--- src/design/lbb_ram.sv ---
// Generic single-write, single-read synchronous RAM with a registered read.
// Read data holds while no read is enabled. No dependencies.
module lbb_ram #(
  parameter int WIDTH = 8,
  parameter int DEPTH = 16,
  parameter int AW = (DEPTH > 1) ? $clog2(DEPTH) : 1
) (
  input  logic             clk,
  input  logic             we,
  input  logic [AW-1:0]    waddr,
  input  logic [WIDTH-1:0] wdata,
  input  logic             re,
  input  logic [AW-1:0]    raddr,
  output logic [WIDTH-1:0] rdata
);

  logic [WIDTH-1:0] mem [DEPTH];

  always_ff @(posedge clk) begin
    if (we) begin
      mem[waddr] <= wdata;
    end
    if (re) begin
      rdata <= mem[raddr];
    end
  end

endmodule

--- config.mk ---
export PLATFORM = sky130hd
export DESIGN_NAME = lbb_ram
export DESIGN_NICKNAME = d
export VERILOG_FILES = /design/src/design/lbb_ram.sv
export SDC_FILE = /design/constraint.sdc
export NUM_CORES = 1
export LEC_CHECK = 0
export ABC_CLOCK_PERIOD_IN_PS = 2550
export BUFFER_PORTS_ARGS = -buffer_cell sky130_fd_sc_hd__buf_2
export CAP_MARGIN = 15
export CORE_MARGIN = 4
export CORE_UTILIZATION = 30
export DETAILED_ROUTE_END_ITERATION = 10
export MAX_ROUTING_LAYER = met4
export PLACE_DENSITY_LB_ADDON = 0.3
export SLEW_MARGIN = 10
export SYNTH_ARGS = -nofsm -noshare
export SYNTH_HDL_FRONTEND = slang
export SYNTH_SLANG_ARGS = --single-unit
export TNS_END_PERCENT = 30
--- constraint.sdc ---
create_clock -name clk -period 2.55 [get_ports clk]
set_clock_uncertainty 0.15 [all_clocks]
set_input_delay 0 -clock clk [delete_from_list [all_inputs] [get_ports clk]]
set_output_delay 0 -clock clk [all_outputs]
set_load 0.005 [all_outputs]
Yosys cells after proc, flatten, opt, wreduce, memory -nomap -nowiden
Memories as Yosys holds them, arrays and structs flattened. A register that Yosys moved wholly into a read port is not among the register bits.
Index checks and enable logic that the tools add are counted.
{"block": "word_totals", "register_bits": 0, "ramBits": 128, "in_bits": 19, "output_inout_bits": 8, "elab_cells": 3, "memories": 1}
{"block": "classes", "mux": 2}
{"name": "mem", "words": 16, "word_bits": 8, "read_ports": 1, "rd_ports_with_merged_regs": 1, "wr": 1, "line_no": "17", "rtl": "logic [WIDTH-1:0] mem [DEPTH];"}
{"cell": "1-bit 2-to-1 mux", "count": 2}

Depth between registers and ports, before layout
{"block": "depth", "ltp_word": 2, "mapped_depth": 5, "mapped_depth_nobuf": 3}

Worst setup path after synthesis
OpenSTA, ideal clock, no wires.
{"block": "synth_timing", "kind": "input -> register", "startpoint": "input port waddr[2]", "endpoint": "memory mem[0][0], enable pin", "t_arrival_ns": 1.110, "slack_ns": 0.907, "cell_stages": 2, "path_buffers": 0, "path_cell_list": "or3b_2 > nor3_1"}
{"item": "from (decl)", "line_no": "10", "rtl": "input logic [AW-1:0] waddr,"}
{"item": "to (decl)", "line_no": "17"}
Straight into the memory's write port.

Final worst setup path
{"block": "layout_timing", "startpoint": "input port waddr[0]", "endpoint": "memory mem[6][1], enable pin"}
Straight into the memory's write port.

==> run_results.csv <==
group,metric,value,unit
power_and_ir_drop,p_total,4.910,mW
yosys,ys_types,18,
cts,clk_latency,0.40,ns
timing,post-route-period-util,67.42,%
global_routing,antenna_found_initial,0,
yosys,synthAdderAreaFrac,0,%
yosys,synthMuxAreaShare,14.79,%
global_routing,grt_overflow,0,
run,drv_cap,0,
yosys,synth_top_family_by_area,"multiplexers",
layout,regArea,0.004084,mm2
cts,htree_levels,4,
cts,post_cts_resized,0,
drt,wl_per_cell,19.90,um
run_status,status,"finished clean",
timing,setup_tns,0,ns
yosys,yosys.area.top_type_share,78.12,%
worst_setup_path,critPathLaunchType,"input port",
power_and_ir_drop,clockPowerShare,43.5,%
worst_setup_path,end_kind,"flop",
drt,num_vias,2421,
power_and_ir_drop,p_sw,975.0,uW
yosys,syn_nets,248,
yosys,synth_warnings,0,
global_routing,grt_pass1_vias,2604,
power_and_ir_drop,combPwrFrac,4.8,%
die,num_io_pins,27,
cts,post_cts_buffers,0,
power_and_ir_drop,ir_drop,0.5814,mV
layout,nets,306,
drt,drtIter0Drc,218,
placement,io_buffers,26,
power_and_ir_drop,switching_share,19.86,%
cts,cts_num_sinks,136,
timing,period_needed,1.719,ns
die,start_util,30.43,%
timing,worst_pin_slew,0.9319,ns
worst_setup_path,worstPathMaxFanout,8,
yosys,synth.largest_area_cell,"edfxtp_1",
layout,final_common_cell,"edfxtp_1",
global_routing,grt_pass1_wl,15990,um
drt,wl_met3,438,um
die,die_area,0.01960,mm2
yosys,synthSimpleGateAreaFrac,3.135,%
yosys,ys_seq_area_share,78.12,%
layout,final.fill_count,1624,
timing,fmax,581.7,MHz
die,design.core.area,0.01718,mm2
power_and_ir_drop,pwr-share-seq,51.6,%
yosys,synth_xor_area_share,0,%
min_path,hp-class,"in2reg",
placement,dp_hpwl,6669,um
drt,drt-total-wl,10450,um
power_and_ir_drop,power_density,779.5,mW/mm2
yosys,synth_area_per_cell,22.83,um2
layout,drive_gt1_share,27.00,%
cts,numCtsBuffers,17,
timing,slew_violations,0,
placement,gp_congestion,0.7141,
cts,cts_tree,"done",
worst_setup_path,arrival,1.59,ns
yosys,synth.top_cells.by_area,"edfxtp_1, mux4_2, mux4_1",
yosys,synth_seq_cells,136,
drt,first_pass_iters,4,
drt,antenna_left,0,
die,die_x,140.0,um
drt,top_layer_used,"met4",
drt,met2_length,5049,um
timing,rsz0062_at_grt,"false",
drt,routed_via_density,4.611,
yosys,syn_inst,229,
layout,final_cell_mix,"edfxtp_1, buf_2, mux4_2",
layout,multi_input_area,0.001057,mm2
die,rows,48,
cts,root_buffer,"clkbuf_16",
drt,met1_length,4912,um
global_routing,grt_util_all_layers,11.62,%
layout,n_antenna_cell,0,
timing,finalHoldViolCount,0,
cts,cts_hold_buf,11,
power_and_ir_drop,leakagePower,2.082,nW
timing,final-setup-viol-count,0,
timing,slew_headroom,37.64,%
layout,area_growth,20.49,%
drt,drc,0,
die,die_h,140.0,um
cts,clk_path_buf_depth,2,
global_routing,grt_max_degree,33,
yosys,synthesis.area,0.005228,mm2
power_and_ir_drop,p_int,3.935,mW
worst_setup_path,criticalPathCategory,"in2reg",
yosys,synth-compound-area-share,2.298,%
cts,clkTransAtPathRegs,0.05,ns
worst_setup_path,required,2.42,ns
==> synth_stat cells <==
cell             count
a22oi_1             16
buf_4                1
and2_1               1
edfxtp_1           136
and2b_1              1
nor2b_1              1
nand2b_1             2
nand2_1              9
mux4_1              14
nand3b_1             2
mux4_2              18
buf_6                3
nor2_1              13
buf_2                3
or3b_2               1
nor3_1               4
nand3_1              1
clkdlybuf4s25_2      3
==> stage by stage <==
step,instance area [um2],hold slack [ns],utilization (%),worst slack [ns],instances
2_1_floorplan,5228,-0.05113,-,0.9071,229
3_3_place_gp,5668,0.2383,33.00,0.6853,482
3_5_place_dp,5668,0.2330,33.00,0.6125,482
4_1_cts,6299,0.008011,36.67,0.8340,525
5_1_grt,6299,0.03757,36.67,0.7304,525
6_report,6299,0.02991,36.67,0.8308,525
==> logic make-up after synthesis <==
kind of cell           after synthesis
AO/OA/AOI/OAI                       16
flip-flops                         136
multiplexers                        32
buffers and inverters               10
AND/OR/NAND/NOR                     35
==> sequential cells by signal, indices dropped and copies added (netlist names) <==
register / flops
mem: 128
rdata: 8
==> worst paths after layout <==
path	from	end	slack [ns]	depth (start not counted)
hold / removal	waddr[1]	mem[8][5]$_DFFE_PP_	0.03	3
setup reg to reg	mem[1][2]$_DFFE_PP_	rdata[2]$_DFFE_PP_	0.87	3
setup / recovery	waddr[0]	mem[6][1]$_DFFE_PP_	0.83	4
hold reg to reg	mem[14][3]$_DFFE_PP_	rdata[3]$_DFFE_PP_	0.59	3
==> power by group through the flow <==
stage / registers [mW] / logic (mW) / clock network [mW]
2_1_floorplan: 2.58 / 0.127 / 0
3_3_place_gp: 2.58 / 0.226 / 0
3_5_place_dp: 2.58 / 0.231 / 0
4_1_cts: 2.54 / 0.244 / 2.18
5_1_grt: 2.54 / 0.260 / 2.29
6_report: 2.53 / 0.237 / 2.14
==> worst max-delay path, cell delays in order <==
cell and delay (ns):
dlygate4sd3_1 0.53, buf_2 0.16, nand2b_1 0.20, nor2_1 0.70
==> final cells by class <==
cell class / instances / share of cell area (%)
Clock buffer: 19 / 6.873
Clock inverter: 13 / 1.391
Multi-Input combinational cell: 83 / 16.79
Sequential cell: 136 / 64.84
Tap cell: 225 / 4.470
Timing Repair Buffer: 49 / 5.642
==> routing by layer <==
metal | vias to the layer above | GRT usage, %
met5 | - | -
met4 | 0 | 3.366
met3 | 4 | 3.482
met2 | 61 | 17.14
met1 | 1258 | 15.71
li1 | 1098 | -
No activity file was read; power rests on OpenSTA's default activity.
