$ cat config.mk
export PLATFORM = sky130hd
export DESIGN_NAME = lbb_merge
export DESIGN_NICKNAME = d
export VERILOG_FILES = /design/src/design/lbb_pkg.sv /design/src/design/lbb_merge.sv
export SDC_FILE = /design/constraint.sdc
export NUM_CORES = 1
export LEC_CHECK = 0
export BUFFER_PORTS_ARGS = -buffer_cell sky130_fd_sc_hd__clkbuf_2
export CAP_MARGIN = 30
export CORE_MARGIN = 1
export CORE_UTILIZATION = 40
export DETAILED_ROUTE_END_ITERATION = 6
export GPL_TIMING_DRIVEN = 0
export PLACE_DENSITY_LB_ADDON = 0.08
export SYNTH_ARGS = -nofsm -noshare
export SYNTH_HDL_FRONTEND = slang
export SYNTH_SLANG_ARGS = --single-unit
$ cat constraint.sdc
create_clock -name vclk -period 3.05
set_input_delay 0.305 -clock vclk [all_inputs]
set_output_delay 0.305 -clock vclk [all_outputs]
set_load 0.01 [all_outputs]
$ cat src/design/lbb_pkg.sv
// Package for the label bounding box block.
// Holds the item and table entry types, register addresses and size constants.
// Used by every module of the block but lbb_ram; depends on nothing.
package lbb_pkg;

  localparam int MAX_REGIONS_DEFAULT = 1024;
  localparam int MAX_HEIGHT = 1024;
  localparam int MAX_WIDTH = 2048;

  localparam int LABEL_W = 11;
  localparam int CFG_W = 11;
  localparam int X_W = 12;
  localparam int Y_W = 11;
  localparam int ROW_W = $clog2(MAX_HEIGHT);
  localparam int COL_W = $clog2(MAX_WIDTH);

  localparam int PADDR_W = 3;
  localparam int PDATA_W = 32;

  localparam logic [CFG_W-1:0] COLUMN_HEIGHT_RESET = CFG_W'(480);
  localparam logic [CFG_W-1:0] REGION_COUNT_RESET = CFG_W'(1024);

  // Register select is bit 2 of the byte address.
  localparam logic REG_COLUMN_HEIGHT = 1'b0;
  localparam logic REG_REGION_COUNT = 1'b1;

  localparam logic MODE_PIXEL = 1'b0;
  localparam logic MODE_READ = 1'b1;

  typedef struct packed {
    logic               mode;
    logic [LABEL_W-1:0] region_label;
    logic               end_of_image;
  } req_t;

  typedef struct packed {
    logic           label_error;
    logic           present;
    logic [X_W-1:0] x_min;
    logic [X_W-1:0] x_max;
    logic [Y_W-1:0] y_min;
    logic [Y_W-1:0] y_max;
  } res_t;

  typedef struct packed {
    logic           present;
    logic [X_W-1:0] x_min;
    logic [X_W-1:0] x_max;
    logic [Y_W-1:0] y_min;
    logic [Y_W-1:0] y_max;
  } entry_t;

  typedef struct packed {
    logic [CFG_W-1:0] column_height;
    logic [CFG_W-1:0] region_count;
  } cfg_t;

  // Control carried with an item from the table read to the write-back.
  typedef struct packed {
    logic           mode;
    logic           label_error;
    logic           update;
    logic [X_W-1:0] x;
    logic [Y_W-1:0] y;
  } stage_t;

endpackage

$ cat src/design/lbb_merge.sv
// Combines one table entry with a pixel position, or reads and clears it.
// Gives the entry to write back and the result item. Depends on lbb_pkg.
module lbb_merge (
  input  lbb_pkg::stage_t stage,
  input  lbb_pkg::entry_t old_entry,
  output lbb_pkg::entry_t new_entry,
  output lbb_pkg::res_t   result
);

  always_comb begin
    new_entry = '0;
    result = '0;
    result.label_error = stage.label_error;
    case (stage.mode)
      lbb_pkg::MODE_READ: begin
        if (stage.update && old_entry.present) begin
          result.present = 1'b1;
          result.x_min = old_entry.x_min;
          result.x_max = old_entry.x_max;
          result.y_min = old_entry.y_min;
          result.y_max = old_entry.y_max;
        end
      end
      lbb_pkg::MODE_PIXEL: begin
        new_entry.present = 1'b1;
        if (!old_entry.present) begin
          new_entry.x_min = stage.x;
          new_entry.x_max = stage.x;
          new_entry.y_min = stage.y;
          new_entry.y_max = stage.y;
        end else begin
          new_entry.x_min = (stage.x < old_entry.x_min) ? stage.x : old_entry.x_min;
          new_entry.x_max = (stage.x > old_entry.x_max) ? stage.x : old_entry.x_max;
          new_entry.y_min = (stage.y < old_entry.y_min) ? stage.y : old_entry.y_min;
          new_entry.y_max = (stage.y > old_entry.y_max) ? stage.y : old_entry.y_max;
        end
      end
      default: ;
    endcase
  end

endmodule

* Yosys cells after proc, flatten, opt, wreduce, memory -nomap -nowiden
Cells that the tools add are included.
Word-level totals: output and inout port bits 95, input bits 73, bits in registers 0, logic and storage cells 13
Cells by class: muxes and demuxes 8, magnitude comparators 4, reduce and logical (&&, ||, !) cells 1
Operators by type and width (number):
- 47-bit 2-to-1 mux | 3
- 46-bit 2-to-1 mux | 1
- 12-bit 2-to-1 mux | 2
- 11-bit 2-to-1 mux | 2
- 12-bit greater-than comparator | 1
- 12-bit less-than comparator | 1
- 11-bit greater-than comparator | 1
- 11-bit less-than comparator | 1
- 1-bit logical AND | 1

* Depth between registers and ports, before layout
word-level depth 4, gate-level depth with buffers 9

* Worst setup path after synthesis
No wires, ideal clock.
kind in2out, from in old_entry[23] (netlist name), to out new_entry[24] (netlist name), setup slack 0.896 ns, arrival 1.849 ns, cell stages on the path 9, cell sequence inv_1 -> ha_1 -> nor2b_1 -> o211ai_1 -> a21oi_1 -> o32ai_1 -> o311a_2 -> buf_6 -> mux2i_1
RTL lines:
- start: declaration | RTL line lbb_merge.sv:5 | input lbb_pkg::entry_t old_entry,
- end: declaration | RTL line lbb_merge.sv:6 | output lbb_pkg::entry_t new_entry,

==> reports/metrics.cfg <==
[status]
status = completed

[final_layout]
nets = 611
nFlopsAndLatches = 0
layout_commonest_cell = clkbuf_2
layout-drive-gt1-share_pct = 36.8
layout_common_cells = 166 x clkbuf_2, 46 x and2_1, 46 x mux2i_1, 44 x inv_1, 44 x ha_1
n_clock_buffer = 0
area_growth_syn_to_layout_pct = 41.1
antenna_cells = 0
fin_util_pct = 60.2
seqCellArea_um2 = 0

[yosys]
seq_area_frac_synth_pct = 0
syn_nets = 443
ys.warnings.count = 0
syn_inst = 326
syn_area_um2 = 2240
synth_area_per_cell_um2 = 6.86
synth-simple-area-share_pct = 31.8
yosysTopAreaCellShare_pct = 24.6
yosys-top-cells-area = ha_1 25%, mux2i_1 21%, and2_1 13%, inv_1 7.4%, nor2_1 6.4%
synth-xor-area-share_pct = 0
muxShareOfSynthArea_pct = 20.6
synth_compound_area_share_pct = 11.6
synth.distinct_cells = 38
synth_top_family_by_area = simple AND/OR/NAND/NOR gates
synth_fa_ha_area_share_pct = 24.6
synth_top_area_cell = ha_1

[grt]
grt_start_max_net_pins = 11
overflow = 0
grt_first_pass_wirelength_mm = 10.9
use_met2_pct = 46.1
gr-usage-met1_pct = 24.6
antenna_found_initial = 0
use_met3_pct = 0.833
grt.busiest_layer = met2
grt_pass1_vias = 2404
grt_use_total_pct = 22.0

[sta]
relSlewSlack_pct = 66.9
rsz0062_at_grt = no
finalCriticalPeriod_ns = 2.49
setup_viol = 0
drv_slew = 0
hold_viol = 0
fmax_mhz = 402
period_share_pct = 81.5
fin_tns_setup_ns = 0
tightest_slew_ns = 0.497

[floorplan]
die_area_um2 = 5900
io_pins = 168
die_x_um = 76.8
core_area_um2 = 5240
initial_core_util_pct = 42.7
row_count = 26
die_y_um = 76.8

[power]
power_per_cell_area_nw_per_um2 = 145
leakage_nw = 2.00
total_power_uw = 458
vdd.ir_drop.worst_mv = 0.0653

[placement]
dp_hpwl_mm = 5.78
finalWeightedCongestion = 0.818
io_buffers = 166

[worst_setup_path]
path_max_fanout = 10
crit_arrival_ns = 2.18
startpoint_type = input port
endpoint_kind = output port
worstSetupPathType = in -> out
cp.required_ns = 2.74

[route]
vias_per_cell = 4.83
drc_errors = 0
routed_wl_mm = 6.77
num_vias = 2717
drt_iter0_markers = 88
ant_nets = 0
wl_per_cell_um = 12.0
dr.pass1.iters = 4

[worst_hold_path]
hold_class = in -> out

[clocking]
cts_hold_buf = 0
post_cts_buffers = 0
cts_resized = 0

[flow_run]
max-cap-violations = 0

==> worst max-delay path, cell delays in order <==
cell      delay (ns)
clkbuf_2        0.12
ha_1            0.31
nor2b_1         0.13
o211ai_1        0.15
a21oi_1         0.08
o32ai_1         0.23
o311a_2         0.28
buf_6           0.19
mux2i_1         0.22
clkbuf_2        0.16
==> synth_stat cells (all sizes together) <==
cell     n
a211oi   3
ha      44
o32ai    1
and3     1
a21oi   17
buf      5
nand2   29
nor2b    2
nor2    39
o31a     1
o211ai   1
a221oi   1
and2    46
a21o     3
clkbuf  11
nor3     1
mux2i   46
inv     45
nand3b   1
nand3    5
o21ai    6
a31oi    1
or2      2
nand4   10
o311a    1
o21a     1
nand2b   3
==> final cells by class <==
cell class         instances  area (µm²)
plain buffers             16        87.6
fillers                  531        2080
inverters                 45         169
multi-input cells        265        1980
well taps                 70        87.6
repair buffers           166         831
==> path summary, 6_finish.rpt <==
path / from / to / slack, ns / cells after the start
worst max-delay path: stage[12] / new_entry[26] / 0.56 / 10
worst min-delay path: stage[24] / result[47] / 0.80 / 2
==> logic make-up after synthesis <==
kind of cell / after synthesis
compound gates: 36
buf+inv: 61
mux: 46
simple gates: 139
fa+ha+maj: 44
==> routing by layer <==
metal,up-vias,routed length (µm)
met1,1185,2860
met3,4,330
met5,-,0
li1,1428,-
met4,0,35
met2,100,3550
==> through the flow <==
step | setup WS (ns) | instance area [µm²] | std cells | hold WS, ns
3_5_place_dp | 0.564 | 3160 | 562 | 0.800
6_report | 0.564 | 3160 | 562 | 0.798
3_3_place_gp | 0.598 | 3160 | 562 | 0.799
5_1_grt | 0.448 | 3160 | 562 | 0.803
2_1_floorplan | 0.896 | 2240 | 326 | 0.702
4_1_cts | 0.562 | 3160 | 562 | 0.800
==> report_power, final <==
part,internal [mW],leakage [nW],switching (mW),total [mW]
sequential,0,0,0,0
combinational,0.207,2.00,0.251,0.458
clock,0,0,0,0
total,0.207,2.00,0.251,0.458
No activity file was read; power rests on OpenSTA's default activity.
