## config.mk

```make
export PLATFORM = sky130hd
export DESIGN_NAME = lbb_pos
export DESIGN_NICKNAME = d
export VERILOG_FILES = /design/src/design/lbb_pkg.sv /design/src/design/lbb_pos.sv
export SDC_FILE = /design/constraint.sdc
export NUM_CORES = 1
export LEC_CHECK = 0
export BUFFER_PORTS_ARGS = -buffer_cell sky130_fd_sc_hd__clkbuf_2
export CAP_MARGIN = 25
export CORE_MARGIN = 2
export CORE_UTILIZATION = 54
export CTS_CLUSTER_SIZE = 30
export DETAILED_ROUTE_END_ITERATION = 12
export GPL_TIMING_DRIVEN = 0
export PLACE_DENSITY_LB_ADDON = 0.15
export SYNTH_ARGS = -nofsm -noshare
export SYNTH_HDL_FRONTEND = slang
export SYNTH_SLANG_ARGS = --single-unit
```

## constraint.sdc

```tcl
create_clock -name clk -period 3.05 [get_ports clk]
set_input_delay 0.305 -clock clk [delete_from_list [all_inputs] [get_ports clk]]
set_output_delay 0.305 -clock clk [all_outputs]
set_load 0.05 [all_outputs]
```

## src/design/lbb_pkg.sv

```systemverilog
// Package for the label bounding box block.
// Holds the item and table entry types, register addresses and size constants.
// Used by every module of the block but lbb_ram; depends on nothing.
package lbb_pkg;

  localparam int MAX_REGIONS_DEFAULT = 1024;
  localparam int MAX_HEIGHT = 1024;
  localparam int MAX_WIDTH = 2048;

  localparam int LABEL_W = 11;
  localparam int CFG_W = 11;
  localparam int X_W = 12;
  localparam int Y_W = 11;
  localparam int ROW_W = $clog2(MAX_HEIGHT);
  localparam int COL_W = $clog2(MAX_WIDTH);

  localparam int PADDR_W = 3;
  localparam int PDATA_W = 32;

  localparam logic [CFG_W-1:0] COLUMN_HEIGHT_RESET = CFG_W'(480);
  localparam logic [CFG_W-1:0] REGION_COUNT_RESET = CFG_W'(1024);

  // Register select is bit 2 of the byte address.
  localparam logic REG_COLUMN_HEIGHT = 1'b0;
  localparam logic REG_REGION_COUNT = 1'b1;

  localparam logic MODE_PIXEL = 1'b0;
  localparam logic MODE_READ = 1'b1;

  typedef struct packed {
    logic               mode;
    logic [LABEL_W-1:0] region_label;
    logic               end_of_image;
  } req_t;

  typedef struct packed {
    logic           label_error;
    logic           present;
    logic [X_W-1:0] x_min;
    logic [X_W-1:0] x_max;
    logic [Y_W-1:0] y_min;
    logic [Y_W-1:0] y_max;
  } res_t;

  typedef struct packed {
    logic           present;
    logic [X_W-1:0] x_min;
    logic [X_W-1:0] x_max;
    logic [Y_W-1:0] y_min;
    logic [Y_W-1:0] y_max;
  } entry_t;

  typedef struct packed {
    logic [CFG_W-1:0] column_height;
    logic [CFG_W-1:0] region_count;
  } cfg_t;

  // Control carried with an item from the table read to the write-back.
  typedef struct packed {
    logic           mode;
    logic           label_error;
    logic           update;
    logic [X_W-1:0] x;
    logic [Y_W-1:0] y;
  } stage_t;

endpackage

```

## src/design/lbb_pos.sv

```systemverilog
// Row and column position counters for the column-major pixel scan.
// Gives the 1-based position of the current pixel. Depends on lbb_pkg.
module lbb_pos (
  input  logic                          clk,
  input  logic                          rst,
  input  logic                          advance,
  input  logic                          end_of_image,
  input  logic [lbb_pkg::CFG_W-1:0]     column_height,
  output logic [lbb_pkg::X_W-1:0]       x,
  output logic [lbb_pkg::Y_W-1:0]       y
);

  logic [lbb_pkg::ROW_W-1:0] row;
  logic [lbb_pkg::COL_W-1:0] col;
  logic [31:0]               height_limit;
  logic [31:0]               row_inc;
  logic [31:0]               col_inc;

  always_comb begin
    if (column_height == '0) begin
      height_limit = 32'd1;
    end else if (32'(column_height) < 32'(lbb_pkg::MAX_HEIGHT)) begin
      height_limit = 32'(column_height);
    end else begin
      height_limit = 32'(lbb_pkg::MAX_HEIGHT);
    end
    row_inc = 32'(row) + 32'd1;
    col_inc = 32'(col) + 32'd1;
  end

  assign x = lbb_pkg::X_W'(col) + lbb_pkg::X_W'(1);
  assign y = lbb_pkg::Y_W'(row) + lbb_pkg::Y_W'(1);

  always_ff @(posedge clk) begin
    if (rst) begin
      row <= '0;
      col <= '0;
    end else if (advance) begin
      if (end_of_image) begin
        row <= '0;
        col <= '0;
      end else if (row_inc >= height_limit) begin
        row <= '0;
        if (col_inc >= 32'(lbb_pkg::MAX_WIDTH)) begin
          col <= '0;
        end else begin
          col <= lbb_pkg::COL_W'(col_inc);
        end
      end else begin
        row <= lbb_pkg::ROW_W'(row_inc);
      end
    end
  end

endmodule

```

======== Yosys cells after proc, flatten, opt, wreduce, memory -nomap -nowiden ========
Cells that the tools add are included.
cells by class
  $add $sub $neg .......................... 4
  magnitude comparators ................... 3
  muxes and demuxes ....................... 7
  reduce and logical (&&, ||, !) cells .... 3
operators with widths
  kind                                                 count
  2-to-1 mux 11 bit                                    5
  >= comparator 11 x 32 -> 1 bit                       1
  adder 11 x 1 -> 12 bit (second input constant)       2
  adder 10 x 1 -> 11 bit (second input constant)       2
  2-to-1 mux 10 bit                                    2
  >= comparator 12 bit (second input constant)         1
  logical NOT 11 bit                                   1
  less-than comparator 11 bit (second input constant)  1
  AND reduction 2 bit                                  1
  nonzero test 2 bit                                   1
storage, ports and cells
  flip-flop bits (word level) ............. 21
  input bits .............................. 15
  output and inout port bits .............. 23
  word-level logic and storage cells ...... 19

======== Logic depth before layout (Yosys ltp) ========
Gate-level depths: netlist of run 1.
  depth in word-level cells ............... 6
  gate-level depth with buffers ........... 11
  depth with buffers taken out ............ 10

======== Worst setup path before layout of run 1 ========
OpenSTA, ideal clock, no wires.
  path kind ............................... register to register
  from .................................... reg row[2] (netlist name)
  to ...................................... reg col[3] (netlist name)
  setup time .............................. 0.088 ns
  data arrival time ....................... 3.249 ns
  data required time ...................... 2.962 ns
  path slack .............................. -0.288 ns
  stages on the path, launching flop included .. 11
  buffers on the path ..................... 0
  period minus slack after synthesis ...... 3.338 ns
  cell sequence ........................... dfxtp_1 nand2_1 nor3_1 nand3_1 xnor2_1 ha_1 a21o_1 a211oi_2 o21ai_1 o221a_1 o32ai_2
on the way
  word-level cells in the longest chain between the ends .. 4
ends and longest elaborated chain
  what                                  RTL line       source
  start: declaration                    lbb_pos.sv:13  logic [lbb_pkg::ROW_W-1:0] row;
  start signal: assignment              lbb_pos.sv:50  row <= lbb_pkg::ROW_W'(row_inc);
  adder 10 x 1 -> 11 bit                lbb_pos.sv:27  row_inc = 32'(row) + 32'd1;
  >= comparator 11 x 32 -> 1 bit        lbb_pos.sv:42  end else if (row_inc >= height_limit) begin
  nonzero test 2 bit (no source line)   n/a
  AND reduction 2 bit (no source line)  n/a
  end signal: assignment                lbb_pos.sv:47  col <= lbb_pkg::COL_W'(col_inc);
  end: declaration                      lbb_pos.sv:14  logic [lbb_pkg::COL_W-1:0] col;
No other way between the ends.
A chain may end at the register's enable or synchronous reset.

======== Worst setup path in the final report of run 1 ========
  from .................................... reg row[1] (netlist name)
  to ...................................... reg col[10] (netlist name)
Same word-level chain as after synthesis.

==> qor.csv, run 1 <==
metric,value,unit
synthXorXnorAreaFrac,9.01,%
p_int,362,uW
end_kind,register,
area_growth,21.5,%
min_delay_path_depth,4,
rsz0062_at_grt,false,
slew_viol_final,0,
synthAdderAreaFrac,9.30,%
fin_crit,2910,ps
antenna_cells,0,
cts.sinks,21,
grt_antenna_before_repair,0,
initial_utilization,56.8,%
hold_viol,0,
yosys-mux-area-fraction,2.29,%
cp-start-kind,register,
synth_cell_type_count,51,
whs,354,ps
htreeDepth,1,
dpl_worst_slack,-192,ps
postRouteAntennaNets,0,
overflow,0,
die_x,60.9,um
fp.dieArea,0.00371,mm2
synth_top_family_by_area,simple AND/OR/NAND/NOR gates,
grt_usage,26.5,%
wl_per_cell,15.0,um
switching_power,164,uW
grt_pass1_vias,1595,
holdBufCountCts,0,
cts_buffer_depth,2,
drtIter0Drc,92,
hpwlAfterDp,3360,um
yosys.area_share.simple,28.7,%
firstDrtPassIters,4,
required,3310,ps
power_density,248,mW/mm2
maxCapViolations,0,
grt_max_degree,13,
routed-via-count,1770,
final_layout_size_suffix_gt1_share,30.0,%
timing.final.crit_share,95.3,%
p_clk_share,26.9,%
routabilityCongestion,0.850,
coreArea,0.00308,mm2
routed_wl,4500,um
io_pins,38,
async_reset_ff_share,0,%
reg2reg_depth,11,
avgSynthCellArea,8.06,um2
fmax,344,MHz
path_max_fanout,8,
fillers,283,
die_h,60.9,um
clk_latency,320,ps
drc,0,
vias_per_cell,5.88,
port_buffers,35,
numCtsBuffers,3,
worstSetupPathType,reg2reg,
ys_warn_count,0,
arrival,3160,ps
multi_input_area,0.00135,mm2
register_area,425,um2
clock-root-buffer,clkbuf_4,
status,finished clean,
worstMarginPinSlew,555,ps
peakVddDrop,0.000194,V
clk_pin_slew,130,ps
p_comb_share,20.0,%
yosysSeqAreaShare,24.0,%
leakage,0.000900,uW
grt_pass1_wl,7420,um
synthCells,217,
ys_ff_latch,21,
p_seq_share,53.1,%
synthesis.area,0.00175,mm2
synth_edf_count,0,
fp-row-count,20,
cts_tree,built,
setup_viol,0,
min_path_type,in2reg,
nets,286,
p_sw_share,31.2,%
slew_headroom,63.0,%
fin_skew,15.4,ps
synth_compound_area_share,21.8,%
worst_slack,144,ps
synth_flop_cell,dfxtp_1,
syn_nets,245,
-- path summary, 6_finish.rpt --
kind	from	to	slack, ps
setup / recovery	row[1]	col[10]	140
hold / removal	end_of_image	col[7]	350
setup reg to reg	row[1]	col[10]	140
hold reg to reg	col[7]	col[7]	510
-- cells in the final DEF (no fill, tap or decap), types with 6 or more instances in the layout --
| cell | n |
|---|---|
| clkbuf_2 | 35 |
| nand2_1 | 30 |
| dfxtp_1 | 17 |
| nand3_1 | 15 |
| nor2_1 | 14 |
| ha_1 | 12 |
| inv_1 | 11 |
| nand4_1 | 9 |
| a21oi_1 | 7 |
| xnor2_1 | 6 |
| xor2_1 | 6 |
| o211ai_1 | 6 |
-- per-layer routing --
metal | global-route usage, % | routed length [um] | vias up
li1 | - | - | 876
met1 | 37.6 | 2130 | 828
met2 | 43.3 | 2120 | 59
met3 | 2.13 | 198 | 7
met4 | 7.45 | 53 | 0
met5 | 0 | 0 | -
-- flip-flops by register name, summed over array words and instances, names as in the netlist --
register	flops
row	10
col	11
-- critical path, cell delays in order (launching register included) --
cell and delay, ps:
dfxtp_1 420, ha_2 280, nand3_2 230, nor3_4 180
buf_4 180, and3_2 200, ha_1 160, and3_2 250
o2111ai_2 180, o21a_4 280, a2111oi_2 350, nand3b_1 150
-- cell usage after synthesis, types with 3 or more instances --
library cell / count / share of area, %
xor2_1: 9 / 4.5
nand4_1: 9 / 3.2
xnor2_1: 9 / 4.5
nor2b_1: 4 / 1.4
mux2i_1: 4 / 2.3
o21ai_0: 4 / 1.1
and3_1: 3 / 1.1
dfxtp_1: 21 / 24
clkbuf_1: 4 / 0.86
nor3_1: 6 / 1.7
a21oi_1: 7 / 2.0
nor4_1: 4 / 1.4
o211ai_1: 6 / 2.6
o21ai_2: 3 / 1.5
o32ai_1: 4 / 2.0
inv_1: 11 / 2.4
nand3_1: 16 / 4.6
nand2_1: 30 / 6.4
or3_1: 3 / 1.1
nor2_1: 14 / 3.0
ha_1: 13 / 9.3
-- logic make-up (layout without fill, tap and decap cells) --
kind of cell | count (synthesis) | after routing
AO/OA/AOI/OAI | 43 | 43
XOR/XNOR | 18 | 18
adder cells (fa/ha/maj) | 13 | 13
buffers and inverters | 20 | 60
flip-flops | 21 | 21
multiplexers | 4 | 4
AND/OR/NAND/NOR | 98 | 98
-- metrics by stage --
stage	cells	power (uW)	util, %	cell area (um2)	setup TNS [ps]
after global placement	296	387	66.7	2050	-2190
final	301	527	69.1	2130	0
after floorplan	217	360	-	1820	0
after CTS	301	528	68.6	2110	0
after detailed placement	296	389	66.7	2050	-2560
after global routing	301	552	69.1	2130	0
-- area by class of cell --
type	instances	share of cell area [%]
tap	44	2.59
multi-input combinational	176	63.5
buffer	8	1.88
clock buffer	3	1.06
clock inverter	1	0.235
inverter	12	2.12
timing repair buffer	36	8.59
sequential	21	20.0
-- power by group through the flow --
stage / Sequential [uW] / Combinational (uW) / Clock (uW)
2_1_floorplan: 284 / 75.4 / 0
3_3_place_gp: 285 / 102 / 0
3_5_place_dp: 285 / 103 / 0
4_1_cts: 279 / 104 / 144
5_1_grt: 280 / 114 / 157
6_report: 280 / 105 / 142
-- what timing repair did --
item / CTS / global route
setup endpoints to repair: 21 / 21
endpoints found under the hold margin: 0 / 0
resized for setup: 4 / 6
pin swaps: 1 / 0
buffers inserted: 1 / 0
No activity file was read; power rests on OpenSTA's default activity.
==> inputs of run 2 (changes only) <==
--- a/config.mk
+++ b/config.mk
@@ -5,7 +5,7 @@
 export SDC_FILE = /design/constraint.sdc
 export NUM_CORES = 1
 export LEC_CHECK = 0
-export BUFFER_PORTS_ARGS = -buffer_cell sky130_fd_sc_hd__clkbuf_2
+export BUFFER_PORTS_ARGS = -buffer_cell sky130_fd_sc_hd__buf_2
 export CAP_MARGIN = 25
 export CORE_MARGIN = 2
 export CORE_UTILIZATION = 54
==> constraint.sdc (replaced) <==
create_clock -name clk -period 2.9 [get_ports clk]
set_input_delay 0.29 -clock clk [delete_from_list [all_inputs] [get_ports clk]]
set_output_delay 0.29 -clock clk [all_outputs]
set_load 0.05 [all_outputs]
==> qor.csv, run 2 (synthesis results as in run 1) <==
metric,value,unit,change
status,finished clean,,unchanged
worstMarginPinSlew,568,ps,was 555 ps
fmax,365,MHz,was 344 MHz
arrival,3000,ps,was 3160 ps
register_area,434,um2,was 425 um2
fp.dieArea,0.00371,mm2,unchanged
io_pins,38,,unchanged
grt_antenna_before_repair,0,,unchanged
regMostFlops,col,,unchanged
grt_max_degree,13,,unchanged
path_delay_family,simple AND/OR/NAND/NOR gates,,unchanged
hold_viol,0,,unchanged
switching_power,174,uW,was 164 uW
fin_crit,2740,ps,was 2910 ps
p_sw_share,31.4,%,was 31.2%
setup_viol,0,,unchanged
cts_tree,built,,unchanged
drtIter0Drc,91,,was 92
firstDrtPassIters,4,,unchanged
hpwlAfterDp,3350,um,was 3360 um
path_max_fanout,8,,unchanged
final_layout_size_suffix_gt1_share,32.6,%,was 30.0%
power_density,254,mW/mm2,was 248 mW/mm2
largest_reg_flops,11,,unchanged
drc,0,,unchanged
holdBufCountCts,0,,unchanged
dp.cells,296,,unchanged
grt_usage,25.5,%,was 26.5%
min_delay_path_depth,4,,unchanged
slew_viol_final,0,,unchanged
vias_per_cell,5.91,,was 5.88
routabilityCongestion,0.843,,was 0.850
antenna_cells,0,,unchanged
worstPathCellList,ha_4 -> nand3_4 -> nor3_4 -> buf_4 -> and3_4 -> ha_1 -> and3_2 -> o2111ai_2 -> o21a_4 -> a2111oi_2 -> nand3b_1,,was ha_2 -> nand3_2 -> nor3_4 -> buf_4 -> and3_2 -> ha_1 -> and3_2 -> o2111ai_2 -> o21a_4 -> a2111oi_2 -> nand3b_1
initial_utilization,56.8,%,unchanged
coreArea,0.00308,mm2,unchanged
multi_input_area,0.00139,mm2,was 0.00135 mm2
postRouteAntennaNets,0,,unchanged
wl_per_cell,14.5,um,was 15.0 um
grt_pass1_wl,7160,um,was 7420 um
reg.largest.list,"col: 11 flops, row: 10 flops",,unchanged
required,3160,ps,was 3310 ps
routed_wl,4370,um,was 4500 um
cp-start-kind,register,,unchanged
cts.sinks,21,,unchanged
cp_slowest_cell,dfxtp_4,,was dfxtp_1
port_buffers,35,,unchanged
grt_pass1_vias,1616,,was 1595
layout_commonest_cell,buf_2,,was clkbuf_2
min_path_type,in2reg,,unchanged
maxCapViolations,0,,unchanged
end_kind,register,,unchanged
slowest_delay,420,ps,about the same
reg2reg_depth,11,,unchanged
worstSetupPathDepth,11,,unchanged
nets,287,,was 286
clk_pin_slew,130,ps,about the same
slew_headroom,62.1,%,was 63.0%
critPathBufInv,1,,unchanged
finalPower,555,uW,was 527 uW
clk_latency,320,ps,about the same
instances_no_fill,302,,was 301
leakage,0.000924,uW,was 0.000900 uW
p_seq_share,52.7,%,was 53.1%
die_h,60.9,um,unchanged
numCtsBuffers,3,,unchanged
fillers,270,,was 283
worstSetupPathType,reg2reg,,unchanged
cts_buffer_depth,2,,unchanged
p_comb_share,20.1,%,was 20.0%
routed-via-count,1785,,was 1770
area_growth,25.0,%,was 21.5%
peakVddDrop,0.000146,V,was 0.000194 V
clock-root-buffer,clkbuf_4,,unchanged
htreeDepth,1,,unchanged
fin_skew,13.0,ps,was 15.4 ps
mostFrequentLayoutCells,"buf_2, nand2_1, nand3_1, dfxtp_1, nor2_1",,"was clkbuf_2, nand2_1, dfxtp_1"
timing.final.crit_share,94.6,%,was 95.3%
p_int,381,uW,was 362 uW
die_x,60.9,um,unchanged
p_clk_share,27.1,%,was 26.9%
overflow,0,,unchanged
fp-row-count,20,,unchanged
run 2: stage by stage:
| stage | TNS (ps) | setup WS, ps | hold WS [ps] | instance area (um2) | util (%) |
|---|---|---|---|---|---|
| after floorplan | -22.5 | -16.6 | 459 | 1850 | - |
| after global placement | -2380 | -161 | 478 | 2080 | 67.6 |
| after detailed placement | -3010 | -194 | 485 | 2080 | 67.6 |
| after CTS | 0 | 30.1 | 315 | 2130 | 69.3 |
| after global routing | -1.78 | -1.78 | 330 | 2190 | 71.0 |
| final | 0 | 157 | 327 | 2190 | 71.0 |
run 2: area by class of cell:
cell class / instances / share of cell area (%)
multi-input cells: 176 / 63.8
flip-flops and latches: 21 / 19.9
repair buffers: 37 / 8.70
well taps: 44 / 2.52
inverters: 12 / 2.06
plain buffers: 8 / 1.83
clock buffers: 3 / 1.03
clock inverters: 1 / 0.229
run 2: metal layers:
layer	share of wire [%]	up-vias	global-route usage (%)
met3	3.5	6	2.13
met5	0	-	0
met1	50	857	36.6
met2	46	37	39.9
li1	-	885	-
met4	0.96	0	9.32
run 2: power groups by stage:
| stage | registers (uW) | clock network, uW | logic (uW) |
|---|---|---|---|
| after floorplan | 299 | 0 | 79.3 |
| after global placement | 300 | 0 | 107 |
| after detailed placement | 300 | 0 | 108 |
| after CTS | 294 | 157 | 109 |
| after global routing | 293 | 167 | 122 |
| final | 293 | 151 | 112 |
run 2: path summary, 6_finish.rpt:
kind                              startpoint      end  slack (ps)
worst min register to register        col[7]   col[7]         510
worst max register to register        row[0]  col[10]         160
worst min-delay path            end_of_image   col[7]         330
worst max-delay path                  row[0]  col[10]         160
run 2: worst min-delay path, stage by stage:
cell,delay [ps]
buf_2,130
inv_1,70
nand3_1,60
mux2i_1,60
run 2: timing repair:
action / 4_1_cts / 5_1_grt
endpoints found under the setup margin: 21 / 21
gates resized for setup: 4 / 13
setup buffers: 1 / 1
hold endpoints to repair: 0 / 0
pin swaps: 1 / 2
