`src/design/lbb_pkg.sv`:
```
// Package for the label bounding box block.
// Holds the item and table entry types, register addresses and size constants.
// Used by every module of the block but lbb_ram; depends on nothing.
package lbb_pkg;

  localparam int MAX_REGIONS_DEFAULT = 1024;
  localparam int MAX_HEIGHT = 1024;
  localparam int MAX_WIDTH = 2048;

  localparam int LABEL_W = 11;
  localparam int CFG_W = 11;
  localparam int X_W = 12;
  localparam int Y_W = 11;
  localparam int ROW_W = $clog2(MAX_HEIGHT);
  localparam int COL_W = $clog2(MAX_WIDTH);

  localparam int PADDR_W = 3;
  localparam int PDATA_W = 32;

  localparam logic [CFG_W-1:0] COLUMN_HEIGHT_RESET = CFG_W'(480);
  localparam logic [CFG_W-1:0] REGION_COUNT_RESET = CFG_W'(1024);

  // Register select is bit 2 of the byte address.
  localparam logic REG_COLUMN_HEIGHT = 1'b0;
  localparam logic REG_REGION_COUNT = 1'b1;

  localparam logic MODE_PIXEL = 1'b0;
  localparam logic MODE_READ = 1'b1;

  typedef struct packed {
    logic               mode;
    logic [LABEL_W-1:0] region_label;
    logic               end_of_image;
  } req_t;

  typedef struct packed {
    logic           label_error;
    logic           present;
    logic [X_W-1:0] x_min;
    logic [X_W-1:0] x_max;
    logic [Y_W-1:0] y_min;
    logic [Y_W-1:0] y_max;
  } res_t;

  typedef struct packed {
    logic           present;
    logic [X_W-1:0] x_min;
    logic [X_W-1:0] x_max;
    logic [Y_W-1:0] y_min;
    logic [Y_W-1:0] y_max;
  } entry_t;

  typedef struct packed {
    logic [CFG_W-1:0] column_height;
    logic [CFG_W-1:0] region_count;
  } cfg_t;

  // Control carried with an item from the table read to the write-back.
  typedef struct packed {
    logic           mode;
    logic           label_error;
    logic           update;
    logic [X_W-1:0] x;
    logic [Y_W-1:0] y;
  } stage_t;

endpackage

```
`src/design/lbb_cfg.sv`:
```
// Configuration registers of the label bounding box block behind an APB-style port.
// Depends on lbb_pkg.
module lbb_cfg (
  input  logic                        clk,
  input  logic                        rst,
  input  logic                        psel,
  input  logic                        penable,
  input  logic                        pwrite,
  input  logic [lbb_pkg::PADDR_W-1:0] paddr,
  input  logic [lbb_pkg::PDATA_W-1:0] pwdata,
  output logic [lbb_pkg::PDATA_W-1:0] prdata,
  output logic                        pready,
  output lbb_pkg::cfg_t               cfg
);

  logic write_en;

  assign pready = 1'b1;
  assign write_en = psel && penable && pwrite;

  always_ff @(posedge clk) begin
    if (rst) begin
      cfg.column_height <= lbb_pkg::COLUMN_HEIGHT_RESET;
      cfg.region_count <= lbb_pkg::REGION_COUNT_RESET;
    end else if (write_en) begin
      case (paddr[2])
        lbb_pkg::REG_COLUMN_HEIGHT: cfg.column_height <= pwdata[lbb_pkg::CFG_W-1:0];
        lbb_pkg::REG_REGION_COUNT: cfg.region_count <= pwdata[lbb_pkg::CFG_W-1:0];
        default: ;
      endcase
    end
  end

  always_comb begin
    case (paddr[2])
      lbb_pkg::REG_COLUMN_HEIGHT: prdata = lbb_pkg::PDATA_W'(cfg.column_height);
      lbb_pkg::REG_REGION_COUNT: prdata = lbb_pkg::PDATA_W'(cfg.region_count);
      default: prdata = '0;
    endcase
  end

endmodule

```
`config.mk`:
```
export PLATFORM = sky130hd
export DESIGN_NAME = lbb_cfg
export DESIGN_NICKNAME = d
export VERILOG_FILES = /design/src/design/lbb_pkg.sv /design/src/design/lbb_cfg.sv
export SDC_FILE = /design/constraint.sdc
export NUM_CORES = 1
export LEC_CHECK = 0
export BUFFER_PORTS_ARGS = -buffer_cell sky130_fd_sc_hd__buf_2
export CAP_MARGIN = 20
export CORE_MARGIN = 4
export CORE_UTILIZATION = 39
export DETAILED_ROUTE_END_ITERATION = 8
export PLACE_DENSITY_LB_ADDON = 0.05
export SLEW_MARGIN = 10
export SYNTH_ARGS = -nofsm -noshare
export SYNTH_HDL_FRONTEND = slang
export SYNTH_SLANG_ARGS = --single-unit
```
`constraint.sdc`:
```
create_clock -name clk -period 0.98 [get_ports clk]
set_input_delay 0.098 -clock clk [delete_from_list [all_inputs] [get_ports clk]]
set_output_delay 0.098 -clock clk [all_outputs]
set_load 0.02 [all_outputs]
```
* Yosys cells after proc, flatten, opt, wreduce, memory -nomap -nowiden
Cells that the tools add are included.
** Operators by class
- Muxes and demuxes :: 1
- Bitwise logic cells :: 1
- Reduce and logical (&&, ||, !) cells :: 4
** Operators with widths (number)
- $pmux 32 s2 :: 1
- $reduce_and 2->1 :: 2
- $logic_and 1x1->1 :: 2
- $not 1->1 :: 1
** Storage, ports and cells
- Register bits after elaboration :: 22
- Input port bits :: 40
- Output and inout bits :: 55

* Logic depth before layout (Yosys ltp)
Gate-level depths: netlist of the first run.
- Depth after elaboration :: 3
- Mapped depth :: 4
- Depth with buffers taken out :: 2

* Least setup slack after synthesis of the first run
OpenSTA, ideal clock, no wires.
- Kind :: register to output
- Start :: reg cfg[0] in the netlist's numbering
- End :: out prdata[0] in the netlist's numbering
- Arrival :: 0.699 ns
- Required time :: 0.882 ns
- Setup slack :: 0.183 ns
- Cell stages (with the launch flop) :: 2
- Buffers on the path :: 0
- Cell sequence :: dfxtp_1 > mux2_2
** Between the ends
- Word-level cells in the longest chain between the ends :: 1
** RTL lines
- from (decl) :: RTL line lbb_cfg.sv:13 : output lbb_pkg::cfg_t cfg
- $pmux 32 s2 :: RTL line lbb_cfg.sv:35 : case (paddr[2])
- to (decl) :: RTL line lbb_cfg.sv:11 : output logic [lbb_pkg::PDATA_W-1:0] prdata,
No other way between the ends. The select of a mux whose other input is x is not followed.

* Worst setup path in the final report of the first run
- Start :: reg cfg[13] in the netlist's numbering
- End :: out prdata[2] in the netlist's numbering
Same word-level chain as after synthesis.

==> results of run 1 <==
-- worst reg2reg max path, cell delays in order, from the launching register on --
cell,delay [ns]
dfxtp_2,0.35
buf_6,0.11
buf_4,0.12
nand2b_1,0.06
mux2i_1,0.06
-- metrics by stage --
step	setup WS (ns)	utilization (%)	hold WS, ns	instance area, sq um	instances
final	-0.1738	64.30	0.04245	1963	245
after global routing	-0.2121	64.30	0.03412	1963	245
after CTS	-0.1766	62.54	0.03316	1909	240
after floorplan	0.1831	-	0.2528	1320	148
after detailed placement	-0.03445	48.44	0.3844	1479	219
after global placement	-0.02763	48.44	0.3720	1479	219
-- cell type report --
type                            instances  area [sq um]
Clock buffer                            4         36.28
Fill cell                             275          1090
Multi-Input combinational cell         97         706.9
Sequential cell                        22         467.9
Tap cell                               44         55.05
Timing Repair Buffer                   78         696.9
-- metal layers --
layer	track usage, %	wire [um]	vias up
li1	-	-	522
met1	17.57	1258	474
met2	24.61	1546	35
met3	3.640	174	2
met4	3.958	15	0
met5	0	0	-
-- where the power goes --
group | switching [mW] | internal, mW
Sequential | 0.0140 | 0.917
Combinational | 0.245 | 0.215
Clock | 0.279 | 0.227
Total | 0.538 | 1.36
-- placed cells by master, fill, tap and decap left out, drive strengths merged --
master and count:
nand2b 28, dfxtp 22, clkbuf 4, nor2 10, nand4b 1, mux2 11, and4b 1, nand4 1
and4 1, conb 22, mux2i 22, buf 78
-- worst max-delay path by stage --
stage / start / end / cells past startpoint
2_1_floorplan: cfg[0]$_SDFFE_PP0P_ / prdata[0] / 1
3_3_place_gp: paddr[2] / cfg[1]$_SDFFE_PP0P_ / 4
3_5_place_dp: paddr[2] / cfg[1]$_SDFFE_PP0P_ / 4
4_1_cts: cfg[10]$_SDFFE_PP1P_ / prdata[10] / 2
5_1_grt: cfg[16]$_SDFFE_PP1P_ / prdata[5] / 2
6_report: cfg[13]$_SDFFE_PP0P_ / prdata[2] / 2
-- logic make-up (layout without fill, tap and decap cells) --
kind of cell | after synthesis | count (layout) | share of synthesized area, %
simple gates | 42 | 42 | 19.80
mux | 33 | 33 | 27.64
buf+inv | 29 | 82 | 16.58
other cells | 2 | 22 | 0.6032
flops | 22 | 22 | 35.38
-- repair_timing --
item / CTS / global route
setup buffers: 17 / 12
resized for setup: 94 / 12
setup endpoints to repair: 12 / 27
==> impl_metrics.tcl, run 1 <==
set metrics [dict create \
    status "finished with violations" \
    failed_checks "negative setup slack" \
    vias 1033 \
    maxCapViolCount 0 \
    finalHoldViolCount 0 \
    synth_area_per_cell_sq_um 9.726 \
    power_mw 1.896 \
    min_path_type "in -> reg" \
    grt_antenna_before_repair 0 \
    ir_drop_v 0.0006479 \
    fin_setup_tns_ns -1.892 \
    critPathRequiredTime_ns 0.88 \
    ant_nets 0 \
    grt_pass1_vias 1056 \
    routed_via_density 4.216 \
    synthCells 128 \
    cp_slowest_cell "dfxtp_2" \
    area_delta_synth_final_pct 57.69 \
    diodes 0 \
    floorplan.die.width_um 64.50 \
    h-tree-depth 1 \
    reg_top3 "cfg (22)" \
    ctsLongestPathBuffers 2 \
    gp_congestion 0.6971 \
    io_pins 95 \
    async_reset_ff_share_pct 0 \
    rows 20 \
    hold_start "pwdata[5]" \
    r2r_cells 4 \
    setup_ws_ns -0.1738 \
    synth_seq_area_share_pct 35.38 \
    cts_sinks 22 \
    path_cells "mux2_4 -> buf_6" \
    startpoint_type "flip-flop" \
    clk_pin_slew_ns 0.12 \
    r2r_setup_slack_ns 0.18 \
    post_drt_wl_per_cell_um 12.22 \
    largest_reg_flops 22 \
    yosys-top-cells-count "28 x nand2b_1, 23 x buf_4, 22 x dfxtp_1, 22 x mux2i_1, 11 x mux2_2" \
    ys_seq_elements 22 \
    whs_endpoint "cfg[5]$_SDFFE_PP0P_" \
    die_area_sq_um 4160 \
    worst-path-buf-inv 1 \
    setup_viol 19 \
    yosys_most_used_dff "dfxtp_1" \
    initial_utilization_pct 40.78 \
    hpwl_um 1945 \
    cts_root_buf "clkbuf_4" \
    clock.fmax_mhz 866.7 \
    drc_errors 0 \
    postCtsHoldBufs 0 \
    whs_path_depth 3 \
    yosys.area.top_type "dfxtp_1" \
    clk_latency_ns 0.30 \
    gr-usage-all-layers_pct 14.30 \
    endpoint_kind "output port" \
    fin_crit_ns 1.154 \
    synth-edff-count 0 \
    r2r_end "cfg[12]$_SDFFE_PP0P_" \
    critPathTopFamily "flip-flops" \
    post-route-period-util_pct 117.7 \
    cts_tree "done" \
    nNetsFinal 242 \
    yosys-top-cells-area "dfxtp_1 35%, mux2i_1 18%, nand2b_1 14%, buf_4 14%, mux2_2 9.9%" \
    fp.coreArea_sq_um 3053 \
    overflow 0 \
    crit_fanout 3 \
    arrival_ns 1.06 \
    yosysWarnings 0 \
    drt-initial-drc-count 28 \
    synth_top_area_share_pct 35.38 \
    die_h_um 64.50 \
    rsz0062_at_grt "true" \
    drive_gt1_share_pct 57.21 \
    synth.distinct_cells 14 \
    slowest_delay_ns 0.35 \
    syn_area_sq_um 1245 \
    first_pass_iters 3 \
    fin_skew_ns 0 \
    grt_max_degree 39 \
    slew_viol_final 0 \
    grt_pass1_wl_um 4747 \
    io_buffers 49 \
    reg2reg_from "cfg[12]$_SDFFE_PP0P_" \
    drt-total-wl_um 2994 \
    powerDensity_nw_per_um2 965.8 \
    yosysMostFrequentCell "nand2b_1" \
    path_class "reg -> out" \
    regMostFlops "cfg" \
    p_leak_nw 0.9518 \
    numCtsBuffers 3 \
]
Power figures use the tool's default switching activity.
==> inputs of run 2 (changes only) <==
--- a/config.mk
+++ b/config.mk
@@ -10,7 +10,7 @@
 export CORE_MARGIN = 4
 export CORE_UTILIZATION = 39
 export DETAILED_ROUTE_END_ITERATION = 8
-export PLACE_DENSITY_LB_ADDON = 0.05
+export PLACE_DENSITY_LB_ADDON = 0.12
 export SLEW_MARGIN = 10
 export SYNTH_ARGS = -nofsm -noshare
 export SYNTH_HDL_FRONTEND = slang
==> run 2 against run 1 <==
  * The flow still finishes with violations (negative setup slack)
  * Total power is 4.2% lower
  * Routed wire length is 6.5% higher
  * Core utilization is 0.66 points higher
  * Cell area is 1.0% higher
  * Fmax is 1.3% lower
  * Critical endpoint is now prdata[6]
  * Setup slack worse by 0.015 ns
  * Cell count is 1.2% higher
  * Critical path depth stayed put
  * Count of clock-buffer cells in the layout is 1 lower
  * Clock skew stayed put
  * Non-clock buffer count is 4 higher
  * Largest cell class is now non-clock buffers
==> impl_metrics.tcl, run 2 (synthesis results as in run 1) <==
set metrics [dict create \
    die_h_um 64.50 \
    clk_latency_ns 0.30 \
    r2r_cells 4 \
    routed_via_density 4.351 \
    crit_start "cfg[6]$_SDFFE_PP0P_" \
    ant_nets 0 \
    hpwl_um 2032 \
    cp-endpoint "prdata[6]" \
    cts_tree "done" \
    endpoint_kind "output port" \
    finalHoldViolCount 0 \
    h-tree-depth 1 \
    clk_pin_slew_ns 0.13 \
    drive_gt1_share_pct 57.84 \
    area_delta_synth_final_pct 59.30 \
    final_util_pct 64.96 \
    r2r_setup_slack_ns 0.16 \
    maxCapViolCount 0 \
    io_pins 95 \
    nNetsFinal 246 \
    powerDensity_nw_per_um2 916.0 \
    grt_pass1_wl_um 4947 \
    min_path_type "in -> reg" \
    drt-total-wl_um 3188 \
    final_cell_mix "46 x buf_6, 28 x nand2b_1, 22 x mux2i_1, 22 x conb_1, 22 x dfxtp_2" \
    reg_top3 "cfg (22)" \
    first_pass_iters 6 \
    vias 1079 \
    clock.fmax_mhz 855.7 \
    fin_skew_ns 0 \
    r2r_end "cfg[1]$_SDFFE_PP0P_" \
    ir_drop_v 0.0006477 \
    arrival_ns 1.07 \
    grt_pass1_vias 1080 \
    reg2reg_from "cfg[1]$_SDFFE_PP0P_" \
    rsz0062_at_grt "true" \
    fp.coreArea_sq_um 3053 \
    regMostFlops "cfg" \
    diodes 0 \
    setup_ws_ns -0.1887 \
    die_area_sq_um 4160 \
    fin_crit_ns 1.169 \
    gp_congestion 0.6401 \
    largest_reg_flops 22 \
    drt-initial-drc-count 30 \
    grt_antenna_before_repair 0 \
    post-route-period-util_pct 119.3 \
    p_leak_nw 0.9573 \
    ctsLongestPathBuffers 2 \
    failed_checks "negative setup slack" \
    gr-usage-all-layers_pct 15.38 \
    cts_root_buf "clkbuf_4" \
    slew_viol_final 0 \
    drc_errors 0 \
    status "finished with violations" \
    critPathRequiredTime_ns 0.88 \
    power_mw 1.817 \
    path_class "reg -> out" \
    grt_max_degree 39 \
    numCtsBuffers 3 \
    crit_fanout 2 \
    startpoint_type "flip-flop" \
    setup_viol 21 \
    cts_sinks 22 \
    floorplan.die.width_um 64.50 \
    post_drt_wl_per_cell_um 12.85 \
    rows 20 \
    initial_utilization_pct 40.78 \
    io_buffers 49 \
    final_common_cell "buf_6" \
    postCtsHoldBufs 0 \
    overflow 0 \
]
-- run 2: changes by cell type in the layout (fill, tap and decap cells not counted), sizes merged --
cell    delta
buf        +4
clkbuf     -1
-- run 2: per-layer routing --
layer,track usage [%],up-vias,routed length (um)
met4,5.541,0,18
met3,3.640,2,215
met1,16.81,505,1238
met2,28.61,43,1716
met5,0,-,0
li1,-,529,-
-- run 2: stage by stage --
stage | std cells | worst slack (ns) | TNS (ns) | hold slack [ns] | instance area (sq um)
detailed placement | 221 | -0.009030 | -0.02262 | 0.3868 | 1481
global route | 248 | -0.2230 | -2.987 | 0.03546 | 1983
floorplan | 148 | 0.1831 | 0 | 0.2528 | 1320
CTS | 242 | -0.1814 | -2.199 | 0.02439 | 1906
finish | 248 | -0.1887 | -1.958 | 0.03545 | 1983
global placement | 221 | -0.02307 | -0.08785 | 0.3742 | 1481
-- run 2: what timing repair did --
action / 4_1_cts / 5_1_grt
cloned: 0 / 0
buffers inserted: 18 / 12
endpoints found under the setup margin: 11 / 31
gates resized for setup: 94 / 16
-- run 2: worst min path at each step --
stage / endpoint / depth (start not counted) / from
finish: cfg[5]$_SDFFE_PP0P_ / 3 / pwdata[5]
CTS: cfg[5]$_SDFFE_PP0P_ / 3 / pwdata[5]
detailed placement: cfg[5]$_SDFFE_PP0P_ / 3 / pwdata[5]
global route: cfg[5]$_SDFFE_PP0P_ / 3 / pwdata[5]
global placement: cfg[19]$_SDFFE_PP1P_ / 3 / pwdata[8]
floorplan: cfg[21]$_SDFFE_PP0P_ / 2 / pwdata[10]
-- run 2: power by group --
part           switching, mW  leakage (nW)  internal [mW]
Combinational          0.249         0.759          0.218
Clock                  0.275        0.0138          0.143
Sequential            0.0142         0.184          0.917
Total                  0.538         0.957           1.28
-- run 2: layout make-up --
| class | instances | area [sq um] |
|---|---|---|
| fillers | 252 | 1070 |
| clock buffers | 3 | 22.52 |
| well taps | 44 | 55.05 |
| repair buffers | 82 | 738.2 |
| flip-flops and latches | 22 | 467.9 |
| multi-input cells | 97 | 699.4 |
-- run 2: worst max-delay path, cell delays in order (launching register included) --
cell	delay [ns]
dfxtp_2	0.36
mux2_4	0.27
buf_6	0.14
==> inputs of run 3 (changes only) <==
--- a/config.mk
+++ b/config.mk
@@ -5,12 +5,13 @@
 export SDC_FILE = /design/constraint.sdc
 export NUM_CORES = 1
 export LEC_CHECK = 0
-export BUFFER_PORTS_ARGS = -buffer_cell sky130_fd_sc_hd__buf_2
+export BUFFER_PORTS_ARGS = -buffer_cell sky130_fd_sc_hd__buf_4
 export CAP_MARGIN = 20
 export CORE_MARGIN = 4
 export CORE_UTILIZATION = 39
 export DETAILED_ROUTE_END_ITERATION = 8
 export PLACE_DENSITY_LB_ADDON = 0.12
+export REMOVE_ABC_BUFFERS = 1
 export SLEW_MARGIN = 10
 export SYNTH_ARGS = -nofsm -noshare
 export SYNTH_HDL_FRONTEND = slang
==> run 3 against run 2 <==
  * Global-route usage is 0.25 points lower
  * Clock power is 23% higher
  * Sequential power hardly changed
  * Combinational power is 7.9% higher
  * Count of clock-buffer cells in the layout is 1 higher
  * Clock skew stayed put
  * Register-to-register slack hardly changed
  * Die area stayed put
  * Total power is 7.3% higher
  * Sequential share of layout area is 1.5 points lower
  * The flow still finishes with violations (negative setup slack)
  * Cell area is 6.6% higher
==> impl_metrics.tcl, run 3 (synthesis results as in run 1) <==
set metrics [dict create \
    drive_gt1_share_pct 58.45 \
    regMostFlops "cfg" \
    fp.coreArea_sq_um 3053 \
    finalInstanceArea_sq_um 2113 \
    gr-usage-all-layers_pct 15.13 \
    drt-total-wl_um 3306 \
    power_mw 1.949 \
    ir_drop_v 0.0004200 \
    status "finished with violations" \
    finalHoldViolCount 0 \
    fin_setup_tns_ns -2.120 \
    vias 1105 \
    rows 20 \
    die_area_sq_um 4160 \
    grt_max_degree 39 \
    clk_pin_slew_ns 0.13 \
    hold_start "pwdata[10]" \
    setup_viol 31 \
    whs_endpoint "cfg[21]$_SDFFE_PP0P_" \
    slowest_delay_ns 0.35 \
    die_h_um 64.50 \
    fin_skew_ns 0 \
    r2r_setup_slack_ns 0.15 \
    path_class "reg -> out" \
    crit_fanout 2 \
    endpoint_kind "output port" \
    maxCapViolCount 0 \
    initial_utilization_pct 40.78 \
    overflow 0 \
    gp_congestion 0.6301 \
    arrival_ns 1.07 \
    fin_crit_ns 1.166 \
    powerDensity_nw_per_um2 922.3 \
    slew_viol_final 0 \
    critPathRequiredTime_ns 0.88 \
    rsz0062_at_grt "true" \
    min_path_type "in -> reg" \
    drt-initial-drc-count 31 \
    routed_via_density 4.402 \
    r2r_cells 4 \
    placed_area_sq_um 1607 \
    final_cell_mix "52 x buf_6, 30 x buf_4, 28 x nand2b_1" \
    grt_pass1_vias 1090 \
    cts_root_buf "clkbuf_4" \
    failed_checks "negative setup slack" \
    whs_path_depth 3 \
    path_cells "mux2_4 -> buf_6" \
    cts_tree "done" \
    final_common_cell "buf_6" \
    h-tree-depth 1 \
    io_buffers 49 \
    area_delta_synth_final_pct 69.75 \
    hpwl_um 2044 \
    final_util_pct 69.22 \
    largest_reg_flops 22 \
    diodes 0 \
    drc_errors 0 \
    p_leak_nw 1.009 \
    clk_latency_ns 0.31 \
    clock.fmax_mhz 857.6 \
    grt_pass1_wl_um 5002 \
    cp_slowest_cell "dfxtp_2" \
    numCtsBuffers 3 \
    ant_nets 0 \
    reg2reg_from "cfg[10]$_SDFFE_PP1P_" \
    setup_ws_ns -0.1861 \
    first_pass_iters 4 \
    ctsLongestPathBuffers 2 \
    grt_antenna_before_repair 0 \
    post_drt_wl_per_cell_um 13.17 \
    r2r_end "cfg[10]$_SDFFE_PP1P_" \
    reg_top3 "cfg (22)" \
    cts_sinks 22 \
    io_pins 95 \
    startpoint_type "flip-flop" \
    nNetsFinal 248 \
    post-route-period-util_pct 119.0 \
    floorplan.die.width_um 64.50 \
]
[run 3: changes by cell type in the layout (fill, tap and decap cells not counted), moves of 2 or more]
cell    change
buf_6       +6
buf_2      -20
buf_4      +14
buf_12      +2
[run 3: power by group]
part	total, mW	switching (mW)	internal (mW)
Combinational	0.503	0.253	0.250
Sequential	0.931	0.0138	0.917
Clock	0.515	0.288	0.227
Total	1.95	0.554	1.39
[run 3: through the flow]
step                      std cells  hold slack, ns  worst slack [ns]
after floorplan                 119          0.2527           0.09667
after global placement          218          0.3643           0.02199
after detailed placement        218          0.3726          0.007754
after CTS                       244         0.04434           -0.1743
after global routing            251         0.05407           -0.2118
final                           251         0.04253           -0.1861
[run 3: worst max-delay path: cells and delay by family, from the launching register on]
kind	cells	cell delay, ns
flip-flops	1	0.35
multiplexers	1	0.27
buffers and inverters	1	0.13
[run 3: area by class of cell]
cell class | count | area [sq um]
fill | 250 | 939.7
timing repair buffer | 84 | 850.8
multi-input combinational | 97 | 703.2
sequential | 22 | 467.9
tap | 44 | 55.05
clock buffer | 4 | 36.28
[run 3: routing by layer]
layer | vias to the layer above | track usage (%) | wire, um
li1 | 536 | - | -
met1 | 524 | 16.72 | 1316
met2 | 41 | 28.61 | 1749
met3 | 4 | 3.120 | 218
met4 | 0 | 4.749 | 21
met5 | - | 0 | 0
[run 3: repair_timing]
| action | 4_1_cts | 5_1_grt |
|---|---|---|
| hold buffers | 0 | 0 |
| buffers inserted | 22 | 13 |
| setup endpoints to repair | 11 | 33 |
| resized for setup | 71 | 17 |
[run 3: worst max path at each step]
stage	slack [ns]	cells past startpoint	endpoint	from
detailed placement	0.008	4	cfg[11]$_SDFFE_PP0P_	paddr[2]
CTS	-0.17	2	prdata[5]	cfg[5]$_SDFFE_PP0P_
finish	-0.19	2	prdata[5]	cfg[16]$_SDFFE_PP1P_
global route	-0.21	2	prdata[5]	cfg[16]$_SDFFE_PP1P_
global placement	0.02	4	cfg[12]$_SDFFE_PP0P_	paddr[2]
floorplan	0.1	2	cfg[11]$_SDFFE_PP0P_	paddr[2]
